==> src/hdl/dfr_pkg.sv <==
// Shared types, constants and the CRC byte step for the frame deframer.
package dfr_pkg;

    // Payload buffer depth default
    localparam int DEF_PAYLOAD_DEPTH = 64;

    // Descriptor queue between parser and emitter
    localparam int QUEUE_DEPTH = 2;

    // APB address width and register indexes (paddr[3:2])
    localparam int PADDR_W = 4;
    localparam logic [1:0] REG_HDR_FIRST  = 2'd0;
    localparam logic [1:0] REG_HDR_SECOND = 2'd1;
    localparam logic [1:0] REG_MAX_LEN    = 2'd2;

    // Register reset values
    localparam logic [7:0] RST_HDR_FIRST  = 8'hAA;
    localparam logic [7:0] RST_HDR_SECOND = 8'h55;
    localparam logic [6:0] RST_MAX_LEN    = 7'd64;

    // CRC-16/CCITT-FALSE
    localparam logic [15:0] CRC_POLY = 16'h1021;
    localparam logic [15:0] CRC_INIT = 16'hFFFF;
    localparam logic [15:0] CRC_MSB  = 16'h8000;

    // Parser phases
    typedef enum logic [2:0] {
        PH_HDR1,
        PH_HDR2,
        PH_TYPE,
        PH_LEN,
        PH_SEQ,
        PH_DATA,
        PH_CRCLO,
        PH_CRCHI
    } parse_phase_t;

    // Emitter states
    typedef enum logic [1:0] {
        EM_IDLE,
        EM_FETCH,
        EM_SEND
    } emit_state_t;

    // Verified frame descriptor
    typedef struct packed {
        logic [7:0] frame_type;
        logic [7:0] frame_seq;
        logic [6:0] data_len;
    } desc_t;

    // One byte through the CRC, MSB first
    function automatic logic [15:0] crc_step(input logic [15:0] crc_in, input logic [7:0] b);
        logic [15:0] c;
        c = crc_in ^ {b, 8'h00};
        for (int k = 0; k < 8; k++) begin
            if ((c & CRC_MSB) != 16'h0000) begin
                c = {c[14:0], 1'b0} ^ CRC_POLY;
            end else begin
                c = {c[14:0], 1'b0};
            end
        end
        return c;
    endfunction

endpackage

==> src/hdl/dfr_ram.sv <==
// Generic single-write, single-read RAM with registered read data.
module dfr_ram #(
    parameter int WIDTH = 8,
    parameter int DEPTH = 64,
    parameter int AW    = (DEPTH > 1) ? $clog2(DEPTH) : 1
) (
    input  logic             aclk,
    input  logic             wr_en,
    input  logic [AW-1:0]    wr_addr,
    input  logic [WIDTH-1:0] wr_data,
    input  logic             rd_en,
    input  logic [AW-1:0]    rd_addr,
    output logic [WIDTH-1:0] rd_data
);

    logic [WIDTH-1:0] mem [DEPTH];
    logic [WIDTH-1:0] rd_data_reg;

    // Write port and registered read port
    always_ff @(posedge aclk) begin
        if (wr_en) begin
            mem[wr_addr] <= wr_data;
        end
        if (rd_en) begin
            rd_data_reg <= mem[rd_addr];
        end
    end

    assign rd_data = rd_data_reg;

endmodule

==> src/hdl/dfr_parser.sv <==
// Front end: header hunt, field capture, CRC, payload write and descriptor push.
module dfr_parser #(
    parameter int PAYLOAD_DEPTH = dfr_pkg::DEF_PAYLOAD_DEPTH,
    parameter int AW            = (PAYLOAD_DEPTH > 1) ? $clog2(PAYLOAD_DEPTH) : 1
) (
    input  logic                aclk,
    input  logic                aresetn,
    input  logic                in_valid,
    output logic                in_ready,
    input  logic [7:0]          in_byte,
    input  logic [7:0]          header_first,
    input  logic [7:0]          header_second,
    input  logic [6:0]          max_len,
    input  logic                emit_busy,
    input  logic                q_full,
    output logic                wr_en,
    output logic [AW-1:0]       wr_addr,
    output logic [7:0]          wr_data,
    output logic                push,
    output dfr_pkg::desc_t      push_desc
);
    import dfr_pkg::*;

    localparam logic [7:0] DEPTH_B = 8'(PAYLOAD_DEPTH);

    parse_phase_t phase_reg, phase_next;
    logic [7:0]   type_reg;
    logic [6:0]   len_reg;
    logic [7:0]   seq_reg;
    logic [6:0]   fill_reg;
    logic [7:0]   crclo_reg;
    logic [15:0]  crc_reg;

    logic         accept;
    logic [7:0]   limit;
    logic         too_long;
    logic [6:0]   fill_inc;
    logic [15:0]  crc_in;
    logic [15:0]  crc_new;
    logic         crc_ok;

    assign accept   = in_valid & in_ready;
    assign limit    = ({1'b0, max_len} > DEPTH_B) ? DEPTH_B : {1'b0, max_len};
    assign too_long = in_byte > limit;
    assign fill_inc = fill_reg + 7'd1;
    assign crc_in   = (phase_reg == PH_TYPE) ? CRC_INIT : crc_reg;
    assign crc_new  = crc_step(crc_in, in_byte);
    assign crc_ok   = {in_byte, crclo_reg} == crc_reg;

    // Next phase
    always_comb begin
        phase_next = phase_reg;
        if (accept) begin
            unique case (phase_reg)
                PH_HDR1: begin
                    if (in_byte == header_first) phase_next = PH_HDR2;
                end
                PH_HDR2: begin
                    if (in_byte == header_second)     phase_next = PH_TYPE;
                    else if (in_byte == header_first) phase_next = PH_HDR2;
                    else                              phase_next = PH_HDR1;
                end
                PH_TYPE:  phase_next = PH_LEN;
                PH_LEN:   phase_next = too_long ? PH_HDR1 : PH_SEQ;
                PH_SEQ:   phase_next = (len_reg == 7'd0) ? PH_CRCLO : PH_DATA;
                PH_DATA: begin
                    if (fill_inc >= len_reg) phase_next = PH_CRCLO;
                end
                PH_CRCLO: phase_next = PH_CRCHI;
                PH_CRCHI: phase_next = PH_HDR1;
                default:  phase_next = PH_HDR1;
            endcase
        end
    end

    // Handshake, buffer write and descriptor push
    always_comb begin
        unique case (phase_reg)
            PH_DATA:  in_ready = !emit_busy;
            PH_CRCHI: in_ready = !q_full;
            default:  in_ready = 1'b1;
        endcase
        wr_en   = accept && (phase_reg == PH_DATA);
        wr_addr = fill_reg[AW-1:0];
        wr_data = in_byte;
        push    = accept && (phase_reg == PH_CRCHI) && crc_ok;
        push_desc.frame_type = type_reg;
        push_desc.frame_seq  = seq_reg;
        push_desc.data_len   = len_reg;
    end

    // Phase register
    always_ff @(posedge aclk) begin
        if (!aresetn) begin
            phase_reg <= PH_HDR1;
        end else begin
            phase_reg <= phase_next;
        end
    end

    // Frame fields and running CRC
    always_ff @(posedge aclk) begin
        if (accept) begin
            case (phase_reg)
                PH_TYPE: begin
                    type_reg <= in_byte;
                    crc_reg  <= crc_new;
                end
                PH_LEN: begin
                    crc_reg <= crc_new;
                    len_reg <= in_byte[6:0];
                end
                PH_SEQ: begin
                    seq_reg  <= in_byte;
                    crc_reg  <= crc_new;
                    fill_reg <= 7'd0;
                end
                PH_DATA: begin
                    crc_reg  <= crc_new;
                    fill_reg <= fill_inc;
                end
                PH_CRCLO: crclo_reg <= in_byte;
                default: ;
            endcase
        end
    end

endmodule

==> src/hdl/dfr_queue.sv <==
// Short descriptor queue between parser and emitter.
module dfr_queue (
    input  logic           aclk,
    input  logic           aresetn,
    input  logic           push,
    input  dfr_pkg::desc_t push_desc,
    input  logic           pop,
    output dfr_pkg::desc_t pop_desc,
    output logic           empty,
    output logic           full
);
    import dfr_pkg::*;

    localparam int QPW = (QUEUE_DEPTH > 1) ? $clog2(QUEUE_DEPTH) : 1;
    localparam int QCW = $clog2(QUEUE_DEPTH + 1);
    localparam logic [QPW-1:0] PTR_LAST = QPW'(QUEUE_DEPTH - 1);
    localparam logic [QPW-1:0] PTR_ONE  = QPW'(1);
    localparam logic [QCW-1:0] CNT_FULL = QCW'(QUEUE_DEPTH);
    localparam logic [QCW-1:0] CNT_ONE  = QCW'(1);

    desc_t          entry_reg [QUEUE_DEPTH];
    logic [QPW-1:0] wr_ptr_reg, rd_ptr_reg;
    logic [QCW-1:0] count_reg;

    assign empty    = count_reg == '0;
    assign full     = count_reg == CNT_FULL;
    assign pop_desc = entry_reg[rd_ptr_reg];

    // Pointers and fill count
    always_ff @(posedge aclk) begin
        if (!aresetn) begin
            wr_ptr_reg <= '0;
            rd_ptr_reg <= '0;
            count_reg  <= '0;
        end else begin
            if (push) begin
                wr_ptr_reg <= (wr_ptr_reg == PTR_LAST) ? '0 : wr_ptr_reg + PTR_ONE;
            end
            if (pop) begin
                rd_ptr_reg <= (rd_ptr_reg == PTR_LAST) ? '0 : rd_ptr_reg + PTR_ONE;
            end
            if (push && !pop) begin
                count_reg <= count_reg + CNT_ONE;
            end else if (pop && !push) begin
                count_reg <= count_reg - CNT_ONE;
            end
        end
    end

    // Entry storage
    always_ff @(posedge aclk) begin
        if (push) begin
            entry_reg[wr_ptr_reg] <= push_desc;
        end
    end

endmodule

==> src/hdl/dfr_emitter.sv <==
// Back end: reads the payload buffer and sends one item per payload byte, or a single item for an empty frame.
module dfr_emitter #(
    parameter int PAYLOAD_DEPTH = dfr_pkg::DEF_PAYLOAD_DEPTH,
    parameter int AW            = (PAYLOAD_DEPTH > 1) ? $clog2(PAYLOAD_DEPTH) : 1
) (
    input  logic           aclk,
    input  logic           aresetn,
    input  logic           q_empty,
    input  dfr_pkg::desc_t q_desc,
    output logic           pop,
    output logic           busy,
    output logic           rd_en,
    output logic [AW-1:0]  rd_addr,
    input  logic [7:0]     rd_data,
    output logic           out_valid,
    input  logic           out_ready,
    output logic [7:0]     frame_type,
    output logic [7:0]     frame_seq,
    output logic [6:0]     data_len,
    output logic [5:0]     byte_index,
    output logic [7:0]     payload_byte,
    output logic           has_byte,
    output logic           last
);
    import dfr_pkg::*;

    emit_state_t state_reg, state_next;
    desc_t       desc_reg;
    logic [6:0]  cnt_reg;
    logic [6:0]  cnt_inc;
    logic        is_last;
    logic        sent;

    assign cnt_inc = cnt_reg + 7'd1;
    assign is_last = (desc_reg.data_len == 7'd0) || (cnt_inc == desc_reg.data_len);
    assign sent    = (state_reg == EM_SEND) && out_ready;

    // Next state
    always_comb begin
        state_next = state_reg;
        unique case (state_reg)
            EM_IDLE: begin
                if (!q_empty) begin
                    state_next = (q_desc.data_len == 7'd0) ? EM_SEND : EM_FETCH;
                end
            end
            EM_FETCH: state_next = EM_SEND;
            EM_SEND: begin
                if (out_ready) state_next = is_last ? EM_IDLE : EM_FETCH;
            end
            default: state_next = EM_IDLE;
        endcase
    end

    // Outputs
    always_comb begin
        pop          = (state_reg == EM_IDLE) && !q_empty;
        busy         = state_reg != EM_IDLE;
        rd_en        = state_reg == EM_FETCH;
        rd_addr      = cnt_reg[AW-1:0];
        out_valid    = state_reg == EM_SEND;
        frame_type   = desc_reg.frame_type;
        frame_seq    = desc_reg.frame_seq;
        data_len     = desc_reg.data_len;
        byte_index   = cnt_reg[5:0];
        has_byte     = desc_reg.data_len != 7'd0;
        payload_byte = has_byte ? rd_data : 8'h00;
        last         = is_last;
    end

    // State register
    always_ff @(posedge aclk) begin
        if (!aresetn) begin
            state_reg <= EM_IDLE;
        end else begin
            state_reg <= state_next;
        end
    end

    // Descriptor and byte counter
    always_ff @(posedge aclk) begin
        if (pop) begin
            desc_reg <= q_desc;
            cnt_reg  <= 7'd0;
        end else if (sent) begin
            cnt_reg <= cnt_inc;
        end
    end

endmodule

==> src/hdl/crc_checked_frame_deframer.sv <==
// Top level of the CRC-checked serial frame deframer.
//
//  channel  dir  handshake          payload
//  s_       in   s_tvalid/s_tready  s_tdata[7:0] = rx_byte
//  m_       out  m_tvalid/m_tready  m_tdata (frame fields), m_tuser = has_byte, m_tlast = last
//  apb      in   psel/penable       header_first @0x0, header_second @0x4, max length @0x8
//
// Header, type, length, sequence and CRC low bytes are never stalled. Payload bytes
// stall while an earlier frame is still queued or being sent out of the single
// payload buffer; the CRC high byte stalls while the descriptor queue is full.
// Each result is read from the buffer and then presented, once the frame's descriptor
// has been taken; an empty frame skips the buffer read.
// Reset is synchronous, active low; the payload buffer needs no clearing.
module crc_checked_frame_deframer #(
    parameter int PAYLOAD_DEPTH = dfr_pkg::DEF_PAYLOAD_DEPTH
) (
    input  logic                         aclk,
    input  logic                         aresetn,
    // input items: tdata = rx_byte[7:0]
    input  logic                         s_tvalid,
    output logic                         s_tready,
    input  logic [7:0]                   s_tdata,
    // result items: tdata = frame_type[7:0], frame_seq[15:8], data_len[22:16],
    // byte_index[28:23], payload_byte[36:29], zero[39:37]
    output logic                         m_tvalid,
    input  logic                         m_tready,
    output logic [39:0]                  m_tdata,
    // tuser = has_byte[0]
    output logic [0:0]                   m_tuser,
    output logic                         m_tlast,
    // configuration
    input  logic                         psel,
    input  logic                         penable,
    input  logic                         pwrite,
    input  logic [dfr_pkg::PADDR_W-1:0]  paddr,
    input  logic [31:0]                  pwdata,
    output logic [31:0]                  prdata,
    output logic                         pready
);
    import dfr_pkg::*;

    localparam int AW = (PAYLOAD_DEPTH > 1) ? $clog2(PAYLOAD_DEPTH) : 1;

    logic [7:0] header_first_reg;
    logic [7:0] header_second_reg;
    logic [6:0] max_len_reg;
    logic       cfg_wr;

    logic          wr_en, rd_en;
    logic [AW-1:0] wr_addr, rd_addr;
    logic [7:0]    wr_data, rd_data;
    logic          push, pop, q_empty, q_full, em_busy, emit_busy;
    desc_t         push_desc, pop_desc;

    logic [7:0] frame_type, frame_seq, payload_byte;
    logic [6:0] data_len;
    logic [5:0] byte_index;
    logic       has_byte;

    // Configuration registers
    assign pready = 1'b1;
    assign cfg_wr = psel & penable & pwrite & pready;

    always_ff @(posedge aclk) begin
        if (!aresetn) begin
            header_first_reg  <= RST_HDR_FIRST;
            header_second_reg <= RST_HDR_SECOND;
            max_len_reg       <= RST_MAX_LEN;
        end else if (cfg_wr) begin
            unique case (paddr[3:2])
                REG_HDR_FIRST:  header_first_reg  <= pwdata[7:0];
                REG_HDR_SECOND: header_second_reg <= pwdata[7:0];
                REG_MAX_LEN:    max_len_reg       <= pwdata[6:0];
                default: ;
            endcase
        end
    end

    always_comb begin
        unique case (paddr[3:2])
            REG_HDR_FIRST:  prdata = {24'h0, header_first_reg};
            REG_HDR_SECOND: prdata = {24'h0, header_second_reg};
            REG_MAX_LEN:    prdata = {25'h0, max_len_reg};
            default:        prdata = 32'h0;
        endcase
    end

    // Buffer is owned by the emitter until every queued frame is sent
    assign emit_busy = em_busy | ~q_empty;

    dfr_parser #(
        .PAYLOAD_DEPTH (PAYLOAD_DEPTH),
        .AW            (AW)
    ) u_parser (
        .aclk          (aclk),
        .aresetn       (aresetn),
        .in_valid      (s_tvalid),
        .in_ready      (s_tready),
        .in_byte       (s_tdata),
        .header_first  (header_first_reg),
        .header_second (header_second_reg),
        .max_len       (max_len_reg),
        .emit_busy     (emit_busy),
        .q_full        (q_full),
        .wr_en         (wr_en),
        .wr_addr       (wr_addr),
        .wr_data       (wr_data),
        .push          (push),
        .push_desc     (push_desc)
    );

    dfr_ram #(
        .WIDTH   (8),
        .DEPTH   (PAYLOAD_DEPTH),
        .AW      (AW)
    ) u_buf (
        .aclk    (aclk),
        .wr_en   (wr_en),
        .wr_addr (wr_addr),
        .wr_data (wr_data),
        .rd_en   (rd_en),
        .rd_addr (rd_addr),
        .rd_data (rd_data)
    );

    dfr_queue u_queue (
        .aclk      (aclk),
        .aresetn   (aresetn),
        .push      (push),
        .push_desc (push_desc),
        .pop       (pop),
        .pop_desc  (pop_desc),
        .empty     (q_empty),
        .full      (q_full)
    );

    dfr_emitter #(
        .PAYLOAD_DEPTH (PAYLOAD_DEPTH),
        .AW            (AW)
    ) u_emitter (
        .aclk          (aclk),
        .aresetn       (aresetn),
        .q_empty       (q_empty),
        .q_desc        (pop_desc),
        .pop           (pop),
        .busy          (em_busy),
        .rd_en         (rd_en),
        .rd_addr       (rd_addr),
        .rd_data       (rd_data),
        .out_valid     (m_tvalid),
        .out_ready     (m_tready),
        .frame_type    (frame_type),
        .frame_seq     (frame_seq),
        .data_len      (data_len),
        .byte_index    (byte_index),
        .payload_byte  (payload_byte),
        .has_byte      (has_byte),
        .last          (m_tlast)
    );

    assign m_tdata = {3'b000, payload_byte, byte_index, data_len, frame_seq, frame_type};
    assign m_tuser = has_byte;

    // Checks
    a_no_buf_overwrite: assert property (@(posedge aclk) disable iff (!aresetn)
        !(wr_en && emit_busy))
        else $error("payload buffer written while a frame is being sent");

    a_no_push_full: assert property (@(posedge aclk) disable iff (!aresetn)
        !(push && q_full))
        else $error("descriptor pushed into a full queue");

    a_empty_frame_last: assert property (@(posedge aclk) disable iff (!aresetn)
        (m_tvalid && !m_tuser[0]) |-> (m_tlast && m_tdata[36:16] == 21'h0))
        else $error("empty frame item not a lone last item");

    a_pop_starts_emit: assert property (@(posedge aclk) disable iff (!aresetn)
        pop |=> em_busy)
        else $error("emitter idle after taking a descriptor");

endmodule
==> config.mk <==
export PLATFORM = sky130hd
export DESIGN_NAME = crc_checked_frame_deframer
export DESIGN_NICKNAME = d
export VERILOG_FILES = /design/src/hdl/dfr_pkg.sv /design/src/hdl/dfr_ram.sv /design/src/hdl/dfr_parser.sv /design/src/hdl/dfr_queue.sv /design/src/hdl/dfr_emitter.sv /design/src/hdl/crc_checked_frame_deframer.sv
export SDC_FILE = /design/constraint.sdc
export NUM_CORES = 1
export LEC_CHECK = 0
export BUFFER_PORTS_ARGS = -buffer_cell sky130_fd_sc_hd__buf_2
export CELL_PAD_IN_SITES_DETAIL_PLACEMENT = 1
export CELL_PAD_IN_SITES_GLOBAL_PLACEMENT = 1
export CORE_MARGIN = 8
export CORE_UTILIZATION = 30
export CTS_BUF_LIST = sky130_fd_sc_hd__clkbuf_4 sky130_fd_sc_hd__clkbuf_8
export DETAILED_ROUTE_END_ITERATION = 6
export HOLD_SLACK_MARGIN = 0.15
export PLACE_DENSITY_LB_ADDON = 0.1
export SETUP_SLACK_MARGIN = 0.15
export SYNTH_ARGS = -nofsm -noshare
export SYNTH_HDL_FRONTEND = slang
export SYNTH_SLANG_ARGS = --single-unit
==> constraint.sdc <==
create_clock -name aclk -period 3.7 [get_ports aclk]
set_input_delay 0.37 -clock aclk [delete_from_list [all_inputs] [get_ports aclk]]
set_output_delay 0.37 -clock aclk [all_outputs]
set_load 0.01 [all_outputs]
==> impl_metrics.toml, run 1 <==
[sta]
rsz0062_at_grt = "no"
hold_viol = 0
fin_crit_ns = 3.33
fin_ws_ns = 0.372
relSlewSlack = 0.313
finalCritPeriodShare = 0.899
whs_ns = 0.253
drv_slew = 0
skew_ns = 0.0330
final.setup.tns_ns = 0
setup_viol = 0
fmax_mhz = 300
tightest_slew_ns = 1.03

[clock_tree]
cts_sinks = 683
clock_latency_ns = 0.77
cts_buffers = 131
path_clk_slew_ns = 0.05
htreeDepth = 4
tritoncts = "yes"
root_buffer = "clkbuf_8"
clockBufferDepth = 3

[worst_setup_path]
critPathCaptureType = "output port"
crit_path_start_kind = "register"
worstPathArrival_ns = 2.96
cp_cell_sequence = "ha_2 > nand3_1 > or3_1 > a211oi_1 > o2111ai_2 > nand2_1 > buf_2"
path_max_fanout = 6
critical_path.slowest_cell = "dfxtp_4"
max_stage_delay_ns = 0.42
cp_data_required_time_ns = 3.33
critical_path_class = "reg -> out"
r2r_slack_ns = 0.94

[finish]
largest_reg_flops = 512
nets = 1867
fillCellCount = 9196
multi_input_area_mm2 = 0.00693
register_area_mm2 = 0.0201
syn_to_final_growth_pct = 18.9
final_cell_area_mm2 = 0.0329
drive_gt1_frac = 0.293

[global_route]
use_met2 = 0.256
use_met1 = 0.199
overflow = 0
grt_pass1_wl_um = 114000
grt_max_degree = 73
top_usage_layer = "met2"
grt_use_total = 0.153
use_met3 = 0.0322
grt_pass1_vias = 16200
antenna_found_initial = 4

[power_and_ir_drop]
peakVddDrop_mv = 0.324
power.density_mw_per_mm2 = 551
leakagePower_nw = 10.7

[outcome]
outcome = "complete, no violations"

[synthesis]
async_reset_ff_frac = 0
synthMuxAreaShare = 0.130
synth-compound-area-share = 0.0322
synth-edff-count = 643
yosys_most_used_dff = "edfxtp_1"
yosysUniqueCellTypes = 61
ys_ff_latch = 683
synth_fa_ha_area_frac = 0.00769
syn_area_per_cell_um2 = 18.0
synth-xor-area-share = 0.0260
netlist_area_mm2 = 0.0277
synth_top_family_by_area = "multiplexers"
synth-seq-area-share = 0.727
synth-simple-area-share = 0.0499
synth_cells = 1539
yosysWarnings = 0

[floorplan]
start_util = 0.302
core_mm2 = 0.0915
fp-row-count = 111
dieArea_mm2 = 0.102
die_x_um = 320
die_y_um = 320
ioPinCount = 128

[worst_hold_path]
hold_class = "in -> reg"

[routing]
vias = 14700
avgViaCountPerCell = 4.78
drt.antenna.violating_nets = 0
wl_um = 78100
first_pass_iters = 5
remaining_drc_errors = 0
wl_per_cell_um = 25.3
drt_iter0_drc = 950

[job]
cap_violations = 0

[placed_design]
placed_cell_area_mm2 = 0.0299
dp_hpwl_um = 48000
post-place-ws_ns = 0.888
portBuffers = 73
gp_congestion = 0.720
-- metal layers --
metal  up-vias  wire length (um)
li1       6578                 -
met1      7756             34700
met2       298             38700
met3       106              3170
met4         0              1470
met5         -                 0
-- critical path, delay by kind of cell, from the launching register on --
| kind | cells | cell delay, ns |
|---|---|---|
| AOI/OAI and AO/OA | 2 | 0.63 |
| adders and majority gates | 1 | 0.25 |
| DFF | 1 | 0.42 |
| buffers and inverters | 1 | 0.16 |
| and+or+nand+nor | 3 | 0.73 |
-- logic make-up after synthesis --
logic type                 Yosys count
AOI/OAI and AO/OA                  132
xor gates and xnor gates            82
adders and majority gates           17
buffers and inverters              140
DFF                                683
muxes                              198
other                                2
and+or+nand+nor                    285
-- placed cells by master (no fill, tap or decap), types with 8 or more instances in the layout --
| cell type | count |
|---|---|
| a211oi_1 | 10 |
| o22ai_1 | 20 |
| xnor2_1 | 66 |
| nor3_1 | 10 |
| dlygate4sd3_1 | 32 |
| dfxtp_1 | 36 |
| xor2_1 | 16 |
| edfxtp_1 | 643 |
| nor2_1 | 118 |
| mux4_2 | 128 |
| a21oi_1 | 20 |
| clkbuf_8 | 138 |
| clkinv_1 | 22 |
| and2_1 | 18 |
| nand2_1 | 45 |
| o221ai_1 | 13 |
| o21ai_0 | 25 |
| buf_2 | 67 |
| nand3b_1 | 11 |
| nor2b_1 | 8 |
| ha_1 | 16 |
| clkinv_2 | 13 |
| inv_1 | 23 |
| clkbuf_4 | 44 |
| mux2_2 | 20 |
| nand4_1 | 10 |
| buf_4 | 112 |
| conb_1 | 28 |
| mux2i_1 | 50 |
| nand3_1 | 29 |
-- cell usage after synthesis (all sizes together), types with 8 or more instances --
master / n / share of area
nor2: 118 / 0.016
nand2: 45 / 0.0061
mux2i: 50 / 0.018
xor2: 16 / 0.0051
xnor2: 66 / 0.021
nand3: 29 / 0.0052
inv: 23 / 0.0031
o21ai: 29 / 0.0052
a211oi: 10 / 0.0027
nand4: 10 / 0.0023
buf: 73 / 0.017
nor2b: 8 / 0.0018
clkbuf: 43 / 0.0058
o22ai: 20 / 0.0045
nor3: 13 / 0.0027
ha: 17 / 0.0077
edfxtp: 643 / 0.70
dfxtp: 40 / 0.029
and2: 18 / 0.0041
mux2: 20 / 0.0081
a21oi: 20 / 0.0036
nand3b: 11 / 0.0030
mux4: 128 / 0.10
o221ai: 13 / 0.0041
-- report_power, final --
group / leakage (nW) / internal (mW) / switching (mW) / total (mW)
Combinational: 3.17 / 0.786 / 1.10 / 1.89
Clock: 1.38 / 4.13 / 3.27 / 7.40
Sequential: 6.12 / 8.67 / 0.152 / 8.82
Total: 10.7 / 13.6 / 4.53 / 18.1
-- worst paths after layout --
check,from,endpoint,cells after the start
max,u_emitter.cnt_reg[0],m_tlast,7
min,s_tdata[1],u_buf.mem[49][1],2
max reg2reg,u_parser.phase_reg[1],u_buf.mem[53][5],6
min reg2reg,u_parser.seq_reg[6],u_queue.entry_reg[0][13],0
-- stage by stage --
step	total power, mW	utilization	std cells
after floorplan	10.1	-	1565
after CTS	18.5	0.359	3082
after global routing	18.9	0.359	3084
after global placement	10.9	0.327	2818
after detailed placement	10.9	0.327	2818
final	18.1	0.359	3086
-- timing repair --
action / CTS / global route
hold endpoints to repair: 71 / 0
pin swaps: 0 / 1
endpoints found under the setup margin: 1 / 1
hold buffers: 32 / 0
cloned: 1 / 0
setup buffers: 0 / 1
gates resized for setup: 2 / 2
-- layout make-up --
| type | count | area share |
|---|---|---|
| Antenna cell | 3 | 0.000228 |
| Inverter | 24 | 0.00274 |
| Tap cell | 1186 | 0.0451 |
| Clock buffer | 182 | 0.0678 |
| Timing Repair Buffer | 217 | 0.0498 |
| Sequential cell | 683 | 0.612 |
| Clock inverter | 49 | 0.0112 |
| Multi-Input combinational cell | 742 | 0.211 |
Power figures use the tool's default switching activity.
==> inputs of run 2 (changes only) <==
--- a/config.mk
+++ b/config.mk
@@ -12,6 +12,7 @@
 export CORE_UTILIZATION = 30
 export CTS_BUF_LIST = sky130_fd_sc_hd__clkbuf_4 sky130_fd_sc_hd__clkbuf_8
 export DETAILED_ROUTE_END_ITERATION = 6
+export GPL_TIMING_DRIVEN = 0
 export HOLD_SLACK_MARGIN = 0.15
 export PLACE_DENSITY_LB_ADDON = 0.1
 export SETUP_SLACK_MARGIN = 0.15
==> run 2 against run 1 <==
Against the previous run:
- via count is 0.47% higher
- non-clock buffer count rose by 1
- sequential power shrank 0.6%
- register-to-register slack worse by 0.74 ns
- wire length rose by 5.3%
- setup slack lost 0.17 ns
==> impl_metrics.toml, run 2 (synthesis results as in run 1) <==
[routing]
wl_per_cell_um = 26.7
wl_um = 82200
first_pass_iters = 4
drt_iter0_drc = 982
vias = 14800
remaining_drc_errors = 0
avgViaCountPerCell = 4.82
drt.antenna.violating_nets = 0

[floorplan]
dieArea_mm2 = 0.102
die_y_um = 320
core_mm2 = 0.0915
start_util = 0.302
ioPinCount = 128
die_x_um = 320
fp-row-count = 111

[clock_tree]
path_clk_slew_ns = 0.06
root_buffer = "clkbuf_8"
cts_sinks = 683
clock_latency_ns = 0.75
clockBufferDepth = 3
cts_buffers = 121
htreeDepth = 3
tritoncts = "yes"

[placed_design]
dp_cells = 2830
post-place-ws_ns = -0.813
gp_congestion = 0.736
dp_hpwl_um = 53600
portBuffers = 73

[finish]
most-common-layout-cells = "643 x edfxtp_1, 128 x mux4_2, 122 x clkbuf_8, 108 x nor2_1, 81 x buf_2"
largest_reg_flops = 512
syn_to_final_growth_pct = 17.3
register_area_mm2 = 0.0201
final_cells = 3074
multi_input_area_mm2 = 0.00697
layout.cells.most_common = "edfxtp_1"
nets = 1858
drive_gt1_frac = 0.269
fillCellCount = 9164

[global_route]
antenna_found_initial = 2
grt_pass1_vias = 16300
grt_use_total = 0.159
grt_pass1_wl_um = 118000
grt_max_degree = 71
overflow = 0

[worst_setup_path]
max_stage_delay_ns = 0.70
crit_family = "compound AO/OA/AOI/OAI gates"
critical_path_class = "reg -> reg"
critical_path.slowest_cell = "clkbuf_1"
cp_cell_sequence = "buf_2 > clkbuf_1 > mux4_2 > a221oi_1 > o21ai_0 > a22o_1"
cp_data_required_time_ns = 4.18
crit_path_start_kind = "register"
worstPathArrival_ns = 3.99
path_max_fanout = 10
cp.buffers_inverters = 2
critPathCaptureType = "register"
r2r_slack_ns = 0.20

[sta]
tightest_slew_ns = 1.38
setup_viol = 0
fin_crit_ns = 3.50
relSlewSlack = 0.0793
fin_ws_ns = 0.198
final.setup.tns_ns = 0
whs_ns = 0.238
finalCritPeriodShare = 0.946
hold_viol = 0
drv_slew = 0
skew_ns = 0.0359
fmax_mhz = 286
rsz0062_at_grt = "yes"

[worst_hold_path]
hold_class = "in -> reg"

[power_and_ir_drop]
leakagePower_nw = 10.4
power_mw = 17.8
peakVddDrop_mv = 0.268
power.density_mw_per_mm2 = 549

[outcome]
outcome = "complete, no violations"

[job]
cap_violations = 0
## run 2: area by class of cell
type	count	area share
sequential	683	0.620
tap	1186	0.0458
inverter	24	0.00289
timing repair buffer	102	0.0227
clock inverter	51	0.0104
antenna	2	0.000154
multi-input combinational	742	0.215
clock buffer	168	0.0624
buffer	116	0.0203
## run 2: stage by stage
step	util	area, um2
after floorplan	-	27800
after global placement	0.323	29600
after detailed placement	0.325	29700
after CTS	0.353	32400
after global routing	0.354	32400
final	0.354	32400
## run 2: path summary, 6_finish.rpt
check,start,end,cells past startpoint
setup reg to reg,u_emitter.cnt_reg[2],u_buf.rd_data[1],6
hold / removal,s_tdata[0],u_parser.type_reg[0],1
hold reg to reg,u_parser.type_reg[5],u_queue.entry_reg[0][20],0
setup / recovery,u_emitter.cnt_reg[2],u_buf.rd_data[1],6
## run 2: timing repair
action,CTS,global route
resized for setup,13,16
gates cloned,0,0
buffers inserted,0,0
pin swaps,0,0
endpoints found under the setup margin,31,82
hold buffers,21,1
endpoints found under the hold margin,76,15
## run 2: per-layer routing
layer	track usage	routed length, um
met1	0.213	37300
met2	0.261	39300
met3	0.0340	3770
met4	0.0439	1780
met5	0	0
## run 2: power breakdown
group / internal [mW] / total [mW] / switching [mW] / leakage (nW)
registers: 8.67 / 8.77 / 0.0994 / 6.12
logic: 0.817 / 2.07 / 1.25 / 2.99
clock network: 3.79 / 6.95 / 3.16 / 1.25
